==> src/dpq_pkg.sv <==
// Package for the double-ended priority queue: operation and status codes,
// and the control struct that goes from the top level to the sorted cells.
// No dependencies.
package dpq_pkg;

    typedef enum logic [1:0] {
        OP_INSERT  = 2'd0,
        OP_POP_MAX = 2'd1,
        OP_POP_MIN = 2'd2
    } opcode_t;

    typedef enum logic [1:0] {
        ST_OK    = 2'd0,
        ST_EMPTY = 2'd1,
        ST_FULL  = 2'd2
    } status_t;

    typedef struct packed {
        logic insert;   // insert the new entry, cells at and above it shift up
        logic pop_min;  // every cell takes its upper neighbour
    } cell_ctrl_t;

endpackage

==> src/dpq_cell.sv <==
// One slot of the sorted register array: holds an id and its priority and
// picks its next value from itself, its neighbours or the new entry.
// Depends on dpq_pkg.
module dpq_cell #(
    parameter int ID_BITS       = 20,
    parameter int PRIORITY_BITS = 24,
    parameter int CNT_W         = 7,
    parameter int INDEX         = 0
) (
    input  logic                     clk,
    input  dpq_pkg::cell_ctrl_t      ctrl,
    input  logic [CNT_W-1:0]         count,
    input  logic [ID_BITS-1:0]       new_id,
    input  logic [PRIORITY_BITS-1:0] new_prio,
    input  logic                     lower_gt,
    input  logic [ID_BITS-1:0]       lower_id,
    input  logic [PRIORITY_BITS-1:0] lower_prio,
    input  logic [ID_BITS-1:0]       upper_id,
    input  logic [PRIORITY_BITS-1:0] upper_prio,
    output logic                     gt,
    output logic [ID_BITS-1:0]       id,
    output logic [PRIORITY_BITS-1:0] prio
);

    logic [ID_BITS-1:0]       id_reg;
    logic [ID_BITS-1:0]       id_next;
    logic [PRIORITY_BITS-1:0] prio_reg;
    logic [PRIORITY_BITS-1:0] prio_next;

    // empty slots count as greater than anything
    assign gt   = (count <= CNT_W'(INDEX)) || (prio_reg > new_prio);
    assign id   = id_reg;
    assign prio = prio_reg;

    always_comb
    begin
        id_next   = id_reg;
        prio_next = prio_reg;
        priority if (ctrl.insert && lower_gt)
        begin
            id_next   = lower_id;
            prio_next = lower_prio;
        end
        else if (ctrl.insert && gt)
        begin
            id_next   = new_id;
            prio_next = new_prio;
        end
        else if (ctrl.pop_min)
        begin
            id_next   = upper_id;
            prio_next = upper_prio;
        end
        else
        begin
            id_next   = id_reg;
            prio_next = prio_reg;
        end
    end

    always_ff @(posedge clk)
    begin
        id_reg   <= id_next;
        prio_reg <= prio_next;
    end

endmodule

==> config.mk <==
export PLATFORM = sky130hd
export DESIGN_NAME = dpq_cell
export DESIGN_NICKNAME = d
export VERILOG_FILES = /design/src/dpq_pkg.sv /design/src/dpq_cell.sv
export SDC_FILE = /design/constraint.sdc
export NUM_CORES = 1
export LEC_CHECK = 0
export BUFFER_PORTS_ARGS = -buffer_cell sky130_fd_sc_hd__buf_2
export CORE_MARGIN = 2
export CORE_UTILIZATION = 38
export CTS_CLUSTER_DIAMETER = 40
export DETAILED_ROUTE_END_ITERATION = 16
export HOLD_SLACK_MARGIN = 0.06
export PLACE_DENSITY_LB_ADDON = 0.25
export SLEW_MARGIN = 20
export SYNTH_ARGS = -nofsm -noshare
export SYNTH_HDL_FRONTEND = slang
export SYNTH_SLANG_ARGS = --single-unit
==> constraint.sdc <==
create_clock -name clk -period 3.5 [get_ports clk]
set_input_delay 0.525 -clock clk [delete_from_list [all_inputs] [get_ports clk]]
set_output_delay 0.525 -clock clk [all_outputs]
set_load 0.005 [all_outputs]
==> qor.csv <==
stage,metric,value,unit
global_routing,grt_pass1_wl,13000,um
sta,finalHoldViolations,0,
sta,rsz0062_at_grt,no,
routing,remaining_drc_errors,0,
power,combPwrFrac,27.8,%
routing,viasPerCell,5.28,
logic_synthesis,ys_seq_area_share,46.3,%
placement,numPortBuffers,187,
sta,worst_slew_pin_slew,0.860,ns
logic_synthesis,synthTopCellsByArea,"edfxtp_1 (46%), a221o_1 (15%), ha_1 (11%)",
die,num_io_pins,188,
finish,num-fill-cells,694,
logic_synthesis,syn_area,0.00285,mm^2
clock_network,cts.sinks,44,
logic_synthesis,yosys.area.top_type,edfxtp_1,
worst_hold_path,hold_depth,2,
critical_path,cp_max_fo,43,
routing,drtIter0Drc,107,
finish,layout_commonest_cell,buf_2,
critical_path,cp-start-kind,register,
die,placement_rows,31,
critical_path,r2r-start,prio[23],
critical_path,r2r_cells,7,
clock_network,clk_pin_slew_worst_paths,0.09,ns
routing,vias,2755,
sta,period_share,84.1,%
power,pwr-share-clk,26.5,%
logic_synthesis,avgSynthCellArea,11.7,um^2
clock_network,hold_buffers,0,
clock_network,cts_setup_buffers,0,
logic_synthesis,synth-seq-cells,44,
clock_network,clk_path_buf_depth,2,
die,start_util,39.3,%
power,switching_share,28.0,%
placement,place_congestion,0.781,
sta,fin_setup_tns,0,ns
power,cellPowerDensity,387,mW/mm^2
run_status,status,"complete, no violations",
placement,dp_cells,514,
critical_path,crit_type,reg2reg,
clock_network,post_cts_resized,0,
finish,synthToLayoutAreaGrowth,38.7,%
finish,largest_register_ffs,24,
global_routing,antenna_found_initial,0,
worst_hold_path,hold_class,in2reg,
finish,diodes,0,
logic_synthesis,synthCells,243,
power,p_seq_share,45.8,%
flow_run,maxCapViolCount,0,
logic_synthesis,ys_types,31,
power,ir_worst_vdd,0.000266,V
critical_path,slowest_stage,and3b_2,
finish,final_util,54.5,%
finish,fin_nets,589,
clock_network,cts-root-buf,clkbuf_8,
clock_network,clk_latency,0.30,ns
routing,ant_nets,0,
global_routing,grt_pass1_vias,2784,
sta,fin_skew,0.00707,ns
global_routing,overflow,0,
routing,firstDrtPassIters,4,
power,internal_power,1.10,mW
finish,layout_common_cells,"buf_2 (187), and3_1 (44), a221o_1 (44), edfxtp_1 (44)",
placement,hpwl,6330,um
critical_path,crit_required,3.55,ns
sta,setup_violations,0,
power,fin_total_pwr,1.53,mW
critical_path,crit_buf_inv,0,
critical_path,cp-end-kind,register,
sta,slew_viol_final,0,
logic_synthesis,synthDominantCellAreaShare,46.3,%
clock_network,cts_max_level,2,
worst_hold_path,hp-start,new_id[7],
sta,fmax,340,MHz
finish,final_cells,522,
worst_hold_path,holdPathEnd,id[7],
power,switching_power,428,uW
critical_path,worstReg2RegEnd,id[11],
clock_network,tritoncts,done,
routing,drt-wirelength-per-cell,16.1,um
critical_path,critical_path.top_delay_family,simple AND/OR/NAND/NOR gates,
critical_path,cp.arrival,2.99,ns
die,die_area,0.00821,mm^2
die,die_y,90.6,um
power,leakage,2.06,nW
clock_network,cts_buffers,5,
global_routing,grtUsageTotal,20.0,%
sta,period_minus_slack,2.94,ns
global_routing,grt_max_degree,48,
logic_synthesis,synth_nets,410,
die,core-area,0.00725,mm^2
critical_path,cp_cell_sequence,ha_1 > nand4_2 > nor4_2 > nor4b_2 > a21oi_4 > and3b_2 > a221o_1,
sta,slew_headroom,42.7,%
die,dieWidth,90.6,um
logic_synthesis,ys_warn_count,0,
critical_path,crit_path_max_incr_delay,0.49,ns
finish,drive_gt1_share,49.4,%
routing,finalWirelength,8390,um
critical_path,rrSetupSlack,0.56,ns
area by class of cell:
| cell class | count | area (um^2) | area share, % |
|---|---|---|---|
| Clock inverter | 3 | 47.5 | 1.20 |
| Timing Repair Buffer | 191 | 966 | 24.4 |
| Tap cell | 99 | 124 | 3.13 |
| Inverter | 24 | 90.1 | 2.28 |
| Clock buffer | 5 | 68.8 | 1.74 |
| Sequential cell | 44 | 1320 | 33.4 |
| Multi-Input combinational cell | 156 | 1340 | 33.8 |
metrics by stage:
| step | setup WS [ns] | area [um^2] | hold WS [ns] |
|---|---|---|---|
| detailed placement | 0.336 | 3840 | 0.828 |
| global placement | 0.382 | 3840 | 0.822 |
| global route | 0.421 | 3950 | 0.505 |
| floorplan | 0.412 | 2850 | 0.739 |
| CTS | 0.543 | 3950 | 0.505 |
| finish | 0.558 | 3950 | 0.518 |
Yosys cell counts:
| library cell | count |
|---|---|
| a221o_1 | 44 |
| and3_1 | 44 |
| edfxtp_1 | 44 |
| ha_1 | 24 |
| inv_1 | 24 |
| a21oi_1 | 11 |
| clkbuf_1 | 9 |
| buf_2 | 5 |
| buf_6 | 5 |
| nand4_1 | 5 |
| nand2_1 | 4 |
| nand3_1 | 2 |
| nor2_1 | 2 |
| nor4_2 | 2 |
| o21ai_1 | 2 |
| a21boi_0 | 1 |
| a21o_1 | 1 |
| a21oi_4 | 1 |
| a22o_1 | 1 |
| and3b_1 | 1 |
| nand2b_1 | 1 |
| nand4_2 | 1 |
| nor2b_1 | 1 |
| nor3_1 | 1 |
| nor4_4 | 1 |
| nor4b_2 | 1 |
| o211ai_1 | 1 |
| o21ai_0 | 1 |
| o21ai_2 | 1 |
| o31ai_1 | 1 |
| or4_4 | 1 |
layer usage:
metal	share of wire [%]	GRT usage (%)	wire length [um]	vias to the layer above
met5	0	0	0	-
met4	0.75	5.90	63	0
met3	6.4	4.09	539	4
met2	53	37.4	4430	105
met1	40	22.7	3350	1307
li1	-	-	-	1339
worst max-delay path by stage:
stage / startpoint / to / slack [ns] / cells after the start
6_report: prio[23] / id[11] / 0.56 / 7
3_3_place_gp: new_prio[23] / id[3] / 0.38 / 9
4_1_cts: prio[23] / id[11] / 0.54 / 7
5_1_grt: prio[23] / prio[13] / 0.42 / 7
3_5_place_dp: new_prio[23] / id[4] / 0.34 / 9
2_1_floorplan: new_prio[9] / id[0] / 0.41 / 10
power groups by stage:
stage,Clock (mW),Combinational [mW],Sequential [mW]
detailed placement,0,0.428,0.712
CTS,0.418,0.430,0.701
global route,0.432,0.472,0.709
finish,0.405,0.425,0.700
global placement,0,0.418,0.709
floorplan,0,0.218,0.718
logic make-up (layout without fill, tap and decap cells):
kind of cell               Yosys count  in the layout  share of synthesized area (%)
AOI/OAI and AO/OA                   65             65                           20.1
buffers and inverters               43            223                           7.20
adders and majority gates           24             24                           10.5
and+or+nand+nor                     67             67                           15.8
DFF                                 44             44                           46.3
worst register-to-register path, delay by kind of cell, from the launching register on:
family | cells | cell delay [ns]
compound gates | 2 | 0.54
flops | 1 | 0.43
fa+ha+maj | 1 | 0.35
simple gates | 4 | 1.38
(Power assumes the default switching activity.)
